### config.mk
export PLATFORM = sky130hd
export DESIGN_NAME = humidity_temp_frame_decoder
export DESIGN_NICKNAME = d
export VERILOG_FILES = /design/src/hdl/htfd_pkg.sv /design/src/hdl/htfd_frame.sv /design/src/hdl/htfd_scale.sv /design/src/hdl/humidity_temp_frame_decoder.sv
export SDC_FILE = /design/constraint.sdc
export NUM_CORES = 1
export LEC_CHECK = 0
export ABC_AREA = 1
export BUFFER_PORTS_ARGS = -buffer_cell sky130_fd_sc_hd__buf_2
export CAP_MARGIN = 20
export CELL_PAD_IN_SITES_DETAIL_PLACEMENT = 1
export CELL_PAD_IN_SITES_GLOBAL_PLACEMENT = 2
export CORE_MARGIN = 1.5
export CORE_UTILIZATION = 43
export DETAILED_ROUTE_END_ITERATION = 8
export PLACE_DENSITY_LB_ADDON = 0.1
export RECOVER_POWER = 100
export SLEW_MARGIN = 40
export SYNTH_ARGS = -nofsm -noshare
export SYNTH_HDL_FRONTEND = slang
export SYNTH_SLANG_ARGS = --single-unit
### constraint.sdc
create_clock -name clk -period 14.2 [get_ports clk]
set_input_delay 0.71 -clock clk [delete_from_list [all_inputs] [get_ports clk]]
set_output_delay 0.71 -clock clk [all_outputs]
set_load 0.02 [all_outputs]
### src/hdl/htfd_pkg.sv
// ----------------------------------------------------------------------------
// htfd_pkg
// Shared types, constants and the CRC-8 step of the humidity/temperature
// frame decoder.
// ----------------------------------------------------------------------------
`default_nettype none

package htfd_pkg;

  // CRC-8, polynomial x^8 + x^5 + x^4 + 1, MSB first, no final xor
  localparam logic [7:0] CRC_INIT = 8'hFF;
  localparam logic [7:0] CRC_POLY = 8'h31;

  // Scaling spans and offsets, in hundredths
  localparam logic [14:0] TEMP_SPAN = 15'd17500;
  localparam logic [14:0] HUM_SPAN  = 15'd12500;
  localparam logic signed [14:0] TEMP_OFFSET = -15'sd4500;
  localparam logic signed [14:0] HUM_OFFSET  = -15'sd600;

  // Half of the divisor 65535, rounded down, for round-to-nearest
  localparam logic [31:0] ROUND_BIAS = 32'd32767;

  // Position of the next byte in the six-byte reply
  typedef enum logic [2:0] {
    POS_T_MSB = 3'd0,
    POS_T_LSB = 3'd1,
    POS_T_CRC = 3'd2,
    POS_H_MSB = 3'd3,
    POS_H_LSB = 3'd4,
    POS_H_CRC = 3'd5
  } byte_pos_t;

  typedef enum logic [1:0] {
    STATUS_OK       = 2'd0,
    STATUS_TEMP_CRC = 2'd1,
    STATUS_HUM_CRC  = 2'd2
  } frame_status_t;

  // Checked frame handed from the frame tracker to the scaler
  typedef struct packed {
    logic [15:0]   temp_word;
    logic [15:0]   hum_word;
    frame_status_t status;
  } frame_res_t;

  // Finished result handed from the scaler to the top level
  typedef struct packed {
    logic signed [14:0] temperature_centi;
    logic signed [14:0] humidity_centi;
    logic [15:0]        temp_word;
    logic [15:0]        hum_word;
    frame_status_t      status;
  } sensor_out_t;

  // Fold one byte into the CRC, eight shift steps
  function automatic logic [7:0] crc8_update(input logic [7:0] crc, input logic [7:0] b);
    logic [7:0] c;
    c = crc ^ b;
    for (int i = 0; i < 8; i++) begin
      if (c[7]) begin
        c = {c[6:0], 1'b0} ^ CRC_POLY;
      end else begin
        c = {c[6:0], 1'b0};
      end
    end
    return c;
  endfunction

endpackage

`default_nettype wire

### src/hdl/htfd_frame.sv
// ----------------------------------------------------------------------------
// htfd_frame
// Input register, byte position tracking and CRC checking; emits one checked
// frame after the sixth byte.
// ----------------------------------------------------------------------------
`default_nettype none

module htfd_frame
  import htfd_pkg::*;
(
  input  wire logic       clk,
  input  wire logic       rst_n,
  input  wire logic       up_valid,
  output logic            up_ready,
  input  wire logic [7:0] up_byte,
  input  wire logic       up_start,
  output logic            dn_valid,
  input  wire logic       dn_ready,
  output frame_res_t      dn_data
);

  logic       s0_valid_r;
  logic [7:0] s0_byte_r;
  logic       s0_start_r;

  byte_pos_t  pos_r, pos_nxt, pos_eff;
  logic [7:0] crc_r, crc_nxt;
  logic [15:0] temp_r, temp_nxt;
  logic [15:0] hum_r, hum_nxt;
  logic       tok_r, tok_nxt;
  logic       hum_ok;

  logic       res_valid_r, res_valid_nxt;
  frame_res_t res_r, res_nxt;

  logic       is_last;
  logic       res_ready;
  logic       s0_fire;

  // A start flag forces byte zero of a new frame
  assign pos_eff   = s0_start_r ? POS_T_MSB : pos_r;
  assign is_last   = (pos_eff == POS_H_CRC);
  assign res_ready = !res_valid_r || dn_ready;
  assign s0_fire   = s0_valid_r && (!is_last || res_ready);
  assign up_ready  = !s0_valid_r || s0_fire;
  assign hum_ok    = (crc_r == s0_byte_r);

  // Capture the incoming transaction
  always_ff @(posedge clk) begin
    if (!rst_n) begin
      s0_valid_r <= 1'b0;
    end else if (up_ready) begin
      s0_valid_r <= up_valid;
    end
    if (up_valid && up_ready) begin
      s0_byte_r  <= up_byte;
      s0_start_r <= up_start;
    end
  end

  // Next byte position
  always_comb begin
    pos_nxt = pos_r;
    if (s0_fire) begin
      case (pos_eff)
        POS_T_MSB: pos_nxt = POS_T_LSB;
        POS_T_LSB: pos_nxt = POS_T_CRC;
        POS_T_CRC: pos_nxt = POS_H_MSB;
        POS_H_MSB: pos_nxt = POS_H_LSB;
        POS_H_LSB: pos_nxt = POS_H_CRC;
        default:   pos_nxt = POS_T_MSB;
      endcase
    end
  end

  // Per-byte updates of CRC, words and the frame result
  always_comb begin
    crc_nxt  = crc_r;
    temp_nxt = temp_r;
    hum_nxt  = hum_r;
    tok_nxt  = tok_r;
    res_nxt  = res_r;
    if (s0_fire) begin
      case (pos_eff)
        POS_T_MSB: begin
          crc_nxt  = crc8_update(CRC_INIT, s0_byte_r);
          temp_nxt = {s0_byte_r, temp_r[7:0]};
        end
        POS_T_LSB: begin
          crc_nxt  = crc8_update(crc_r, s0_byte_r);
          temp_nxt = {temp_r[15:8], s0_byte_r};
        end
        POS_T_CRC: begin
          tok_nxt = (crc_r == s0_byte_r);
          crc_nxt = CRC_INIT;
        end
        POS_H_MSB: begin
          crc_nxt = crc8_update(CRC_INIT, s0_byte_r);
          hum_nxt = {s0_byte_r, hum_r[7:0]};
        end
        POS_H_LSB: begin
          crc_nxt = crc8_update(crc_r, s0_byte_r);
          hum_nxt = {hum_r[15:8], s0_byte_r};
        end
        default: begin
          crc_nxt           = CRC_INIT;
          res_nxt.temp_word = temp_r;
          res_nxt.hum_word  = hum_r;
          if (!tok_r) begin
            res_nxt.status = STATUS_TEMP_CRC;
          end else if (!hum_ok) begin
            res_nxt.status = STATUS_HUM_CRC;
          end else begin
            res_nxt.status = STATUS_OK;
          end
        end
      endcase
    end
  end

  // Result register: load on the last byte, drop once taken
  always_comb begin
    if (s0_fire && is_last) begin
      res_valid_nxt = 1'b1;
    end else if (dn_ready) begin
      res_valid_nxt = 1'b0;
    end else begin
      res_valid_nxt = res_valid_r;
    end
  end

  always_ff @(posedge clk) begin
    if (!rst_n) begin
      pos_r       <= POS_T_MSB;
      crc_r       <= CRC_INIT;
      res_valid_r <= 1'b0;
    end else begin
      pos_r       <= pos_nxt;
      crc_r       <= crc_nxt;
      res_valid_r <= res_valid_nxt;
    end
    temp_r <= temp_nxt;
    hum_r  <= hum_nxt;
    tok_r  <= tok_nxt;
    res_r  <= res_nxt;
  end

  assign dn_valid = res_valid_r;
  assign dn_data  = res_r;

`ifndef SYNTHESIS
  a_last_gives_result: assert property (@(posedge clk) disable iff (!rst_n)
    s0_fire && is_last |=> res_valid_r)
    else $error("last byte did not produce a frame result");

  a_last_rewinds: assert property (@(posedge clk) disable iff (!rst_n)
    s0_fire && is_last |=> (pos_r == POS_T_MSB) && (crc_r == CRC_INIT))
    else $error("frame position or CRC not rewound after last byte");

  a_crc_byte_resets: assert property (@(posedge clk) disable iff (!rst_n)
    s0_fire && (pos_eff == POS_T_CRC) |=> (crc_r == CRC_INIT) && (pos_r == POS_H_MSB))
    else $error("CRC not restarted after temperature check byte");
`endif

endmodule

`default_nettype wire

### src/hdl/htfd_scale.sv
// ----------------------------------------------------------------------------
// htfd_scale
// Two-stage conversion of the raw words to hundredths: a product stage and a
// divide-by-65535 with rounding, offset and error zeroing.
// ----------------------------------------------------------------------------
`default_nettype none

module htfd_scale
  import htfd_pkg::*;
(
  input  wire logic        clk,
  input  wire logic        rst_n,
  input  wire logic        up_valid,
  output logic             up_ready,
  input  wire frame_res_t  up_data,
  output logic             dn_valid,
  input  wire logic        dn_ready,
  output sensor_out_t      dn_data
);

  logic        a_valid_r;
  frame_res_t  a_res_r;
  logic [30:0] a_ptemp_r, a_ptemp_nxt;
  logic [30:0] a_phum_r, a_phum_nxt;
  logic        a_ready;

  logic        b_valid_r;
  sensor_out_t b_out_r, b_out_nxt;

  // floor((p + 32767) / 65535) via m + (m >> 16) + 1, exact for this range
  function automatic logic [14:0] div_round(input logic [30:0] p);
    logic [31:0] m;
    logic [31:0] s;
    m = {1'b0, p} + ROUND_BIAS;
    s = m + {16'd0, m[31:16]} + 32'd1;
    return s[30:16];
  endfunction

  assign a_ready  = !b_valid_r || dn_ready;
  assign up_ready = !a_valid_r || a_ready;

  // Products of span and raw word
  assign a_ptemp_nxt = 31'(TEMP_SPAN) * 31'(up_data.temp_word);
  assign a_phum_nxt  = 31'(HUM_SPAN) * 31'(up_data.hum_word);

  always_ff @(posedge clk) begin
    if (!rst_n) begin
      a_valid_r <= 1'b0;
    end else if (up_ready) begin
      a_valid_r <= up_valid;
    end
    if (up_valid && up_ready) begin
      a_res_r   <= up_data;
      a_ptemp_r <= a_ptemp_nxt;
      a_phum_r  <= a_phum_nxt;
    end
  end

  // Divide, round, offset; zero both values on any CRC error
  always_comb begin
    b_out_nxt.temp_word = a_res_r.temp_word;
    b_out_nxt.hum_word  = a_res_r.hum_word;
    b_out_nxt.status    = a_res_r.status;
    if (a_res_r.status == STATUS_OK) begin
      b_out_nxt.temperature_centi = TEMP_OFFSET + $signed(div_round(a_ptemp_r));
      b_out_nxt.humidity_centi    = HUM_OFFSET + $signed(div_round(a_phum_r));
    end else begin
      b_out_nxt.temperature_centi = '0;
      b_out_nxt.humidity_centi    = '0;
    end
  end

  always_ff @(posedge clk) begin
    if (!rst_n) begin
      b_valid_r <= 1'b0;
    end else if (a_ready) begin
      b_valid_r <= a_valid_r;
    end
    if (a_valid_r && a_ready) begin
      b_out_r <= b_out_nxt;
    end
  end

  assign dn_valid = b_valid_r;
  assign dn_data  = b_out_r;

`ifndef SYNTHESIS
  a_error_zeroes: assert property (@(posedge clk) disable iff (!rst_n)
    b_valid_r && (b_out_r.status != STATUS_OK) |->
      (b_out_r.temperature_centi == 15'sd0) && (b_out_r.humidity_centi == 15'sd0))
    else $error("converted values not zero on CRC error");

  a_temp_range: assert property (@(posedge clk) disable iff (!rst_n)
    b_valid_r && (b_out_r.status == STATUS_OK) |->
      (b_out_r.temperature_centi >= TEMP_OFFSET) &&
      (b_out_r.temperature_centi <= 15'sd13000))
    else $error("temperature out of range");

  a_stall_holds: assert property (@(posedge clk) disable iff (!rst_n)
    b_valid_r && !dn_ready |=> b_valid_r && $stable(b_out_r))
    else $error("result changed while stalled");
`endif

endmodule

`default_nettype wire

### src/hdl/humidity_temp_frame_decoder.sv
// ----------------------------------------------------------------------------
// humidity_temp_frame_decoder
// Six-byte humidity/temperature reply decoder with CRC-8 checks and scaling
// to hundredths.
// ----------------------------------------------------------------------------
// Feed the reply one byte per transaction: temperature MSB, LSB, CRC, then
// humidity MSB, LSB, CRC; set in_tuser on a byte to make it byte zero of a
// new frame. The block takes one byte every cycle and is fully pipelined
// (input register, frame/CRC register, product register, output register);
// a result moves through the frame/CRC, product and output registers after
// the sixth byte is accepted, and only output backpressure stalls the input.
// frame_status is 0 for a good frame, 1 for a temperature CRC mismatch (also
// when both fail), 2 for a humidity CRC mismatch; on any mismatch both
// converted values are zero while the raw words are still reported.
`default_nettype none

module humidity_temp_frame_decoder
  import htfd_pkg::*;
(
  input  wire logic        clk,
  input  wire logic        rst_n,
  input  wire logic        in_tvalid,
  output logic             in_tready,
  input  wire logic [7:0]  in_tdata,   // [7:0] rx_byte
  input  wire logic [0:0]  in_tuser,   // [0] frame_start
  output logic             out_tvalid,
  input  wire logic        out_tready,
  output logic [63:0]      out_tdata,  // [14:0] temperature_centi, [29:15] humidity_centi,
                                       // [45:30] temp_word, [61:46] hum_word, [63:62] zero
  output logic [1:0]       out_tuser   // [1:0] frame_status
);

  logic        frm_valid;
  logic        frm_ready;
  frame_res_t  frm_data;
  sensor_out_t res;

  htfd_frame u_frame (
    .clk      (clk),
    .rst_n    (rst_n),
    .up_valid (in_tvalid),
    .up_ready (in_tready),
    .up_byte  (in_tdata),
    .up_start (in_tuser[0]),
    .dn_valid (frm_valid),
    .dn_ready (frm_ready),
    .dn_data  (frm_data)
  );

  htfd_scale u_scale (
    .clk      (clk),
    .rst_n    (rst_n),
    .up_valid (frm_valid),
    .up_ready (frm_ready),
    .up_data  (frm_data),
    .dn_valid (out_tvalid),
    .dn_ready (out_tready),
    .dn_data  (res)
  );

  // Pack the result fields, lowest field first
  assign out_tdata = {2'b00, res.hum_word, res.temp_word,
                      res.humidity_centi, res.temperature_centi};
  assign out_tuser = res.status;

endmodule

`default_nettype wire
# Word-level counts from Yosys, hierarchy flattened
# Index checks and enable logic that the tools add are counted.
# word_totals
inputBits,13
regBits,246
# op_classes
multipliers,2
n_addsub,8
mux,94
eq_ne,6
bitwise_logic,37
reduce_logical,25
# ops
op,n
8-bit 2-to-1 mux,56
6-bit 2-to-1 mux,30
3-bit inverter,30
16-bit case mux with 2 select lines,2
31-bit by 1-bit adder with 31-bit output (second input constant),2
31-bit by 16-bit adder with 31-bit output,2
31-bit by 15-bit adder with 32-bit output (second input constant),1
8-bit case mux with 4 select lines,1
30-bit by 15-bit adder with 31-bit output (second input constant),1
13-bit by 16-bit multiplier with 29-bit output (first input constant),1
12-bit by 16-bit multiplier with 28-bit output (first input constant),1
11-bit by 15-bit adder with 15-bit output (first input constant),1
14-bit by 15-bit adder with 15-bit output (first input constant),1
3-bit case mux with 5 select lines,1
3-bit AND reduction,4
8-bit == test,1
8-bit inverter,1
8-bit XOR,1
3-bit by 2-bit == test with 1-bit output (second input constant),2
3-bit == test (second input constant),2
1-bit logical AND,5
1-bit logical NOT,5
1-bit logical OR,5
1-bit inverter,5
9 further kinds,11

# Depth between registers and ports, before layout
# Gate-level depths: netlist of the first run.
# logic_depth
ltp_word,34
ltp_mapped,28
depth_no_buf,28

# Modules after synthesis
# A second synthesis of the first run with hierarchy kept.
# unflattened
hier_cells,2092
hier_area_um2,19137.1
# modules_own_cells
module,seq_area_each_um2,area_each_um2,n_inst,cells_per_inst
htfd_scale,4604.4,15373.5,1,1753
htfd_frame,2542.4,3744.8,1,336
humidity_temp_frame_decoder,0.0,18.8,1,3

# Least setup slack after synthesis of the first run
# Ideal clock, no wire load.
# synth_timing
kind,reg-to-reg
from,register u_frame.res_r (netlist bit u_frame.dn_data[26])
to,"register u_scale.a_ptemp_r[28], data pin"
setup_slack_ns,9.487
stages_incl_launch_ff,20
period_less_slack_ns,4.713
setup_time_ns,0.269
t_arrival_ns,4.443
path_buffers,0
path_cell_list,edfxtp_1 -> ha_1 -> inv_1 -> fa_1 -> inv_1 -> ha_1 -> fa_1 -> inv_1 -> fa_1 -> inv_1 -> ha_1 -> nand2_1 -> o21ai_0 -> a21oi_1 -> o21ai_0 -> nand2_1 -> o211ai_1 -> a21oi_1 -> o21ai_0 -> xor2_1
# synth_via
elab_chain_len,1
# synth_rtl
element,line,rtl
from (decl),htfd_frame.sv:34,"frame_res_t res_r, res_nxt;"
from (signal assigned),htfd_frame.sv:145,res_r <= res_nxt;
13-bit by 16-bit multiplier with 29-bit output,htfd_scale.sv:43,assign a_ptemp_nxt = 31'(TEMP_SPAN) * 31'(up_data.temp_word);
via u_scale.a_ptemp_nxt[28],htfd_scale.sv:23,"logic [30:0] a_ptemp_r, a_ptemp_nxt;"
to (signal assigned),htfd_scale.sv:54,a_ptemp_r <= a_ptemp_nxt;
to (decl),htfd_scale.sv:23,
# The timed path passes the listed nets, and every way through them passes these cells.
# A chain may end at the register's enable or synchronous reset.

# Worst setup path in the final report of the first run
# layout_timing
from,register u_frame.res_r (netlist bit u_frame.dn_data[26])
to,"register u_scale.a_ptemp_r[30], data pin"
# Same word-level chain as after synthesis.

==> impl_metrics.json, run 1 <==
{
  "syn_inst": 2163,
  "switching_share_pct": 23.3,
  "num_rows": 78,
  "core-area_mm2": 0.0452,
  "cp.required_ns": 14.63,
  "fin_nets": 2599,
  "critical-path-max-stage-delay_ns": 0.52,
  "period_share_pct": 37.2,
  "via_count": 14400,
  "final.setup.tns_ns": 0,
  "gp_congestion": 0.884,
  "path_common_cell": "inv_1",
  "syn_avg_cell_area_um2": 9.06,
  "root_buffer": "clkbuf_16",
  "place_ws_ns": 8.93,
  "cp-startpoint": "u_frame.dn_data[26]",
  "diodes": 0,
  "startpoint_type": "flip-flop",
  "combPwrFrac_pct": 7.0,
  "grt_max_degree": 58,
  "worstHoldStart": "in_tuser",
  "syn_to_final_growth_pct": 9.40,
  "synth.yosys.seq_area_share_pct": 36.5,
  "drc": 0,
  "min_path_type": "in -> reg",
  "cts_tree": "yes",
  "clockBufferDepth": 3,
  "cp_cell_sequence": "ha_1 -> inv_1 -> fa_1 -> inv_1 -> ha_1 -> fa_1 -> inv_1 -> fa_1 -> inv_1 -> ha_1 -> nand2_1 -> o21ai_0 -> a21oi_1 -> o21ai_0 -> nand2_1 -> o211ai_1 -> a21oi_1 -> o21ai_0 -> a21oi_1 -> o21bai_1",
  "portBuffers": 78,
  "yosysWarningCount": 0,
  "cts.sinks": 243,
  "drt-pass1-iter-count": 4,
  "synth_ff_type": "edfxtp_1",
  "grt_use_total_pct": 22.1,
  "setup_ws_ns": 8.92,
  "avgRoutedWirePerCell_um": 17.5,
  "internal-power_w": 0.00122,
  "grt_overflow_total": 0,
  "wirelength_um": 50700,
  "mostFrequentLayoutCells": "inv_1, nand2_1, edfxtp_1",
  "status": "complete, but fails checks",
  "cp.arrival_ns": 5.71,
  "holdBufCountCts": 0,
  "worstPathMaxFanout": 7,
  "hold_viol_final": 0,
  "synth_edf_count": 228,
  "path_buf_inv": 4,
  "finalSetupViolations": 0,
  "drtIter0Drc": 478,
  "fin_worst_skew_ns": 0.0187,
  "slew_headroom_pct": -136,
  "rsz0062_at_grt": "no",
  "vias_per_cell": 4.99,
  "die_h_um": 216,
  "pwr_density_cell_mw_per_mm2": 74.3,
  "start_util_pct": 43.4,
  "dieArea_mm2": 0.0469,
  "cts_setup_buffers": 0,
  "fin_crit_ns": 5.28,
  "rr_startpoint": "u_frame.dn_data[26]",
  "p_leak_nw": 9.98,
  "path_clk_slew_ns": 0.07,
  "h-tree-depth": 1,
  "fmax_mhz": 190,
  "critPathCaptureType": "flip-flop",
  "peakVddDrop_uv": 88.8,
  "antenna_found_initial": 0,
  "cts_buffers": 28,
  "synth_cell_type_count": 57,
  "final_layout_size_suffix_gt1_share_pct": 8.42,
  "crit_family": "adder cells",
  "io_pins": 81,
  "ant_nets": 0,
  "synth_area_mm2": 0.0196,
  "cp_slowest_cell": "edfxtp_1",
  "power.switching_w": 0.000371,
  "async_reset_ff_share_pct": 0,
  "fill_cells": 5367,
  "dieWidth_um": 216,
  "post_cts_resized": 0,
  "utilization_pct": 47.4,
  "clk_latency_ns": 0.58,
  "drv_slew": 184,
  "grt_pass1_wl_um": 82100,
  "ys_seq_elements": 243,
  "violations": "max-capacitance violations, max-slew violations",
  "worst_pin_slew_ns": 3.54,
  "seqPwrFrac_pct": 49.6,
  "cap_violations": 4,
  "power.share.clock_pct": 43.5,
  "crit_type": "reg -> reg",
  "grt_pass1_vias": 15400,
  "final_common_cell": "inv_1",
  "dpl.hpwl_um": 42200
}
## power by group through the flow
stage	combinational, W	sequential, W	clock [W]
after global routing	0.000125	0.000790	0.000735
final	0.000111	0.000790	0.000693
after CTS	0.000112	0.000790	0.000712
after detailed placement	0.000111	0.000805	0
after floorplan	0.0000845	0.000803	0
after global placement	0.000106	0.000804	0
## worst paths after layout
check,slack [ns],end,depth (start not counted)
min reg2reg,0.41,u_scale.a_res_r[0],0
max reg2reg,8.92,u_scale.a_ptemp_r[30],20
max,8.92,u_scale.a_ptemp_r[30],20
min,0.31,u_frame.s0_start_r,1
## metal layers
layer	wire length [um]	GRT usage (%)	up-vias
met5	0	0	-
met4	849	3.89	0
met3	1670	3.02	51
met2	24200	38.7	169
met1	23900	29.2	6993
li1	-	-	7231
## stage by stage
step	cells	power [W]	area, um^2	hold WS (ns)
after floorplan	2164	0.000888	19600	0.400
after global placement	2840	0.000911	20800	0.402
after detailed placement	2840	0.000915	20800	0.406
after CTS	2892	0.00161	21600	0.274
after global routing	2892	0.00165	21400	0.279
final	2892	0.00159	21400	0.307
## cell usage after synthesis, types with 22 or more instances
cell	count	area [um^2]
nor3_1	26	130
fa_1	89	1780
ha_1	227	2840
inv_2	23	86.3
edfxtp_1	228	6850
xnor2_1	45	394
a21oi_1	110	551
nor2_1	202	758
nand2_1	340	1280
nand3_1	116	581
o21ai_0	53	265
nor2_2	22	138
xor2_1	60	526
nand2_2	51	319
inv_1	404	1520
## worst reg2reg max path, delay by kind of cell (launching register included)
family	cells	cell delay [ns]
adders and majority gates	6	2.47
AOI/OAI and AO/OA	8	1.79
DFF	1	0.52
buffers and inverters	4	0.18
and+or+nand+nor	2	0.16
## kinds of logic after synthesis
| kind of cell | count (synthesis) | share of synthesized area, % |
|---|---|---|
| flops | 243 | 36.5 |
| compound gates | 213 | 6.09 |
| fa+ha+maj | 316 | 23.6 |
| simple gates | 846 | 20.7 |
| other cells | 1 | 0.0191 |
| buf+inv | 439 | 8.46 |
| xor+xnor | 105 | 4.69 |
## registers in the layout, summed over array words and instances, names as in the netlist, 3 cells and up
name,cells
u_frame.crc_r,8
u_frame.pos_r,3
u_frame.temp_r,16
u_scale.a_phum_r,26
u_frame.hum_r,16
u_frame.s0_byte_r,8
u_scale.a_ptemp_r,28
u_scale.dn_data,64
u_frame.dn_data,34
u_scale.a_res_r,34
## cell type report
| cell class | instances | area (um^2) | area share (%) |
|---|---|---|---|
| multi-input cells | 1482 | 10700 | 49.9 |
| flip-flops and latches | 243 | 7150 | 33.3 |
| inverters | 433 | 1630 | 7.59 |
| clock buffers | 38 | 758 | 3.54 |
| well taps | 600 | 751 | 3.50 |
| repair buffers | 82 | 325 | 1.52 |
| clock inverters | 14 | 128 | 0.595 |
No activity file was read; power rests on OpenSTA's default activity.
==> inputs of run 2 (changes only) <==
--- a/config.mk
+++ b/config.mk
@@ -11,7 +11,7 @@
 export CELL_PAD_IN_SITES_DETAIL_PLACEMENT = 1
 export CELL_PAD_IN_SITES_GLOBAL_PLACEMENT = 2
 export CORE_MARGIN = 1.5
-export CORE_UTILIZATION = 43
+export CORE_UTILIZATION = 36
 export DETAILED_ROUTE_END_ITERATION = 8
 export PLACE_DENSITY_LB_ADDON = 0.1
 export RECOVER_POWER = 100
==> constraint.sdc (replaced) <==
create_clock -name clk -period 4.35 [get_ports clk]
set_input_delay 0.2175 -clock clk [delete_from_list [all_inputs] [get_ports clk]]
set_output_delay 0.2175 -clock clk [all_outputs]
set_load 0.02 [all_outputs]
==> impl_metrics.json, run 2 (synthesized netlist as in run 1, its figures left out) <==
{
  "start_util_pct": 36.4,
  "root_buffer": "clkbuf_16",
  "fin_worst_skew_ns": 0.0109,
  "fmax_mhz": 219,
  "core-area_mm2": 0.0538,
  "dpl.hpwl_um": 44000,
  "worstHoldStart": "out_tready",
  "period_share_pct": 105,
  "cp-startpoint": "u_frame.dn_data[11]",
  "cp.required_ns": 4.65,
  "grt_use_total_pct": 19.0,
  "worst_pin_slew_ns": 0.750,
  "place_ws_ns": -0.274,
  "syn_to_final_growth_pct": 26.9,
  "path_clk_slew_ns": 0.06,
  "multiInputGateArea_mm2": 0.0120,
  "total_power_w": 0.00539,
  "vias_per_cell": 4.75,
  "top_usage_layer": "met2",
  "drt-pass1-iter-count": 4,
  "drtIter0Drc": 462,
  "io_pins": 81,
  "grt_pass1_vias": 16400,
  "seqCellArea_mm2": 0.00715,
  "avgRoutedWirePerCell_um": 17.1,
  "fin_nets": 2837,
  "hold_viol_final": 0,
  "wirelength_um": 55000,
  "clk_latency_ns": 0.56,
  "h-tree-depth": 1,
  "via_count": 15300,
  "peakVddDrop_uv": 371,
  "fill_cells": 6209,
  "crit_type": "reg -> reg",
  "gp_congestion": 0.859,
  "die_h_um": 236,
  "setup_ws_ns": -0.214,
  "critPathCaptureType": "flip-flop",
  "rr_startpoint": "u_frame.dn_data[11]",
  "cts_tree": "yes",
  "pwr_density_cell_mw_per_mm2": 217,
  "worstPathMaxFanout": 4,
  "final.setup.tns_ns": -0.696,
  "grt_max_degree": 71,
  "largest_reg_flops": 64,
  "rsz0062_at_grt": "yes",
  "finalSetupViolations": 9,
  "final_layout_size_suffix_gt1_share_pct": 27.7,
  "grt_pass1_wl_um": 85200,
  "clockBufferDepth": 3,
  "drv_slew": 0,
  "min_path_type": "in -> reg",
  "antenna_found_initial": 0,
  "violations": "negative setup slack",
  "drc": 0,
  "cp.arrival_ns": 4.87,
  "met3_usage_pct": 1.69,
  "utilization_pct": 46.2,
  "dieWidth_um": 236,
  "holdWs_ns": 0.0185,
  "met2_usage_pct": 33.7,
  "grt_overflow_total": 0,
  "final_common_cell": "inv_1",
  "status": "complete, but fails checks",
  "ant_nets": 0,
  "diodes": 0,
  "cts_buffers": 29,
  "p_leak_nw": 11.4,
  "mostFrequentLayoutCells": "inv_1, nand2_1, edfxtp_1",
  "portBuffers": 78,
  "grt_use_met1_pct": 24.9,
  "cap_violations": 0,
  "cts.sinks": 243,
  "fin_crit_ns": 4.56,
  "dieArea_mm2": 0.0558,
  "num_rows": 85,
  "slew_headroom_pct": 49.5,
  "startpoint_type": "flip-flop"
}
==> run 2: changes by cell type in the layout (fill, tap and decap cells not counted), sizes merged <==
cell / delta
buf: +285
dlygate4sd3: +11
inv: +2
clkbuf: -63
bufinv: +2
clkinv: -4
==> run 2: stage by stage <==
stage          instances  instance area, um^2
3_5_place_dp        3094                22300
3_3_place_gp        3094                22300
2_1_floorplan       2164                19800
6_report            3221                24900
5_1_grt             3221                24900
4_1_cts             3176                23700
==> run 2: final timing paths <==
| check | slack (ns) | endpoint | cells after the start |
|---|---|---|---|
| worst max-delay path | -0.21 | u_scale.a_phum_r[29] | 18 |
| worst min register to register | 0.42 | u_scale.dn_data[24] | 0 |
| worst max register to register | -0.21 | u_scale.a_phum_r[29] | 18 |
| worst min-delay path | 0.02 | u_scale.dn_valid | 4 |
==> run 2: worst max-delay path, stage by stage, from the launching register on <==
cell      delay [ns]
edfxtp_1        0.48
ha_4            0.28
ha_4            0.28
inv_2           0.05
fa_1            0.56
inv_2           0.06
fa_1            0.50
fa_1            0.60
ha_4            0.23
a21oi_2         0.15
inv_2           0.06
nor2_4          0.11
o221ai_2        0.11
a21oi_2         0.17
o21ai_2         0.09
a21boi_2        0.15
o21ai_1         0.10
a31oi_1         0.21
xnor2_1         0.11
==> run 2: layout make-up <==
cell class / instances / area share (%)
Clock buffer: 34 / 3.00
Tap cell: 696 / 3.50
Clock inverter: 14 / 0.634
Multi-Input combinational cell: 1482 / 48.4
Sequential cell: 243 / 28.8
Timing Repair Buffer: 319 / 9.15
Inverter: 433 / 6.59
==> run 2: power breakdown <==
| part | internal, W | total [W] | leakage [nW] | switching, W |
|---|---|---|---|---|
| combinational | 0.000232 | 0.000494 | 8.74 | 0.000262 |
| sequential | 0.00256 | 0.00258 | 2.21 | 0.0000168 |
| clock | 0.00139 | 0.00231 | 0.438 | 0.000924 |
==> run 2: timing repair <==
item	4_1_cts	5_1_grt
gates resized for setup	52	153
setup buffers	23	48
pin swaps	67	108
setup endpoints to repair	16	40
hold endpoints to repair	15	0
hold buffers	11	0
==> run 2: routing by layer <==
layer | wire length, um | part of all wire (%)
met2 | 27600 | 50
met4 | 1210 | 2.2
met1 | 25000 | 45
met5 | 0 | 0
met3 | 1130 | 2.1
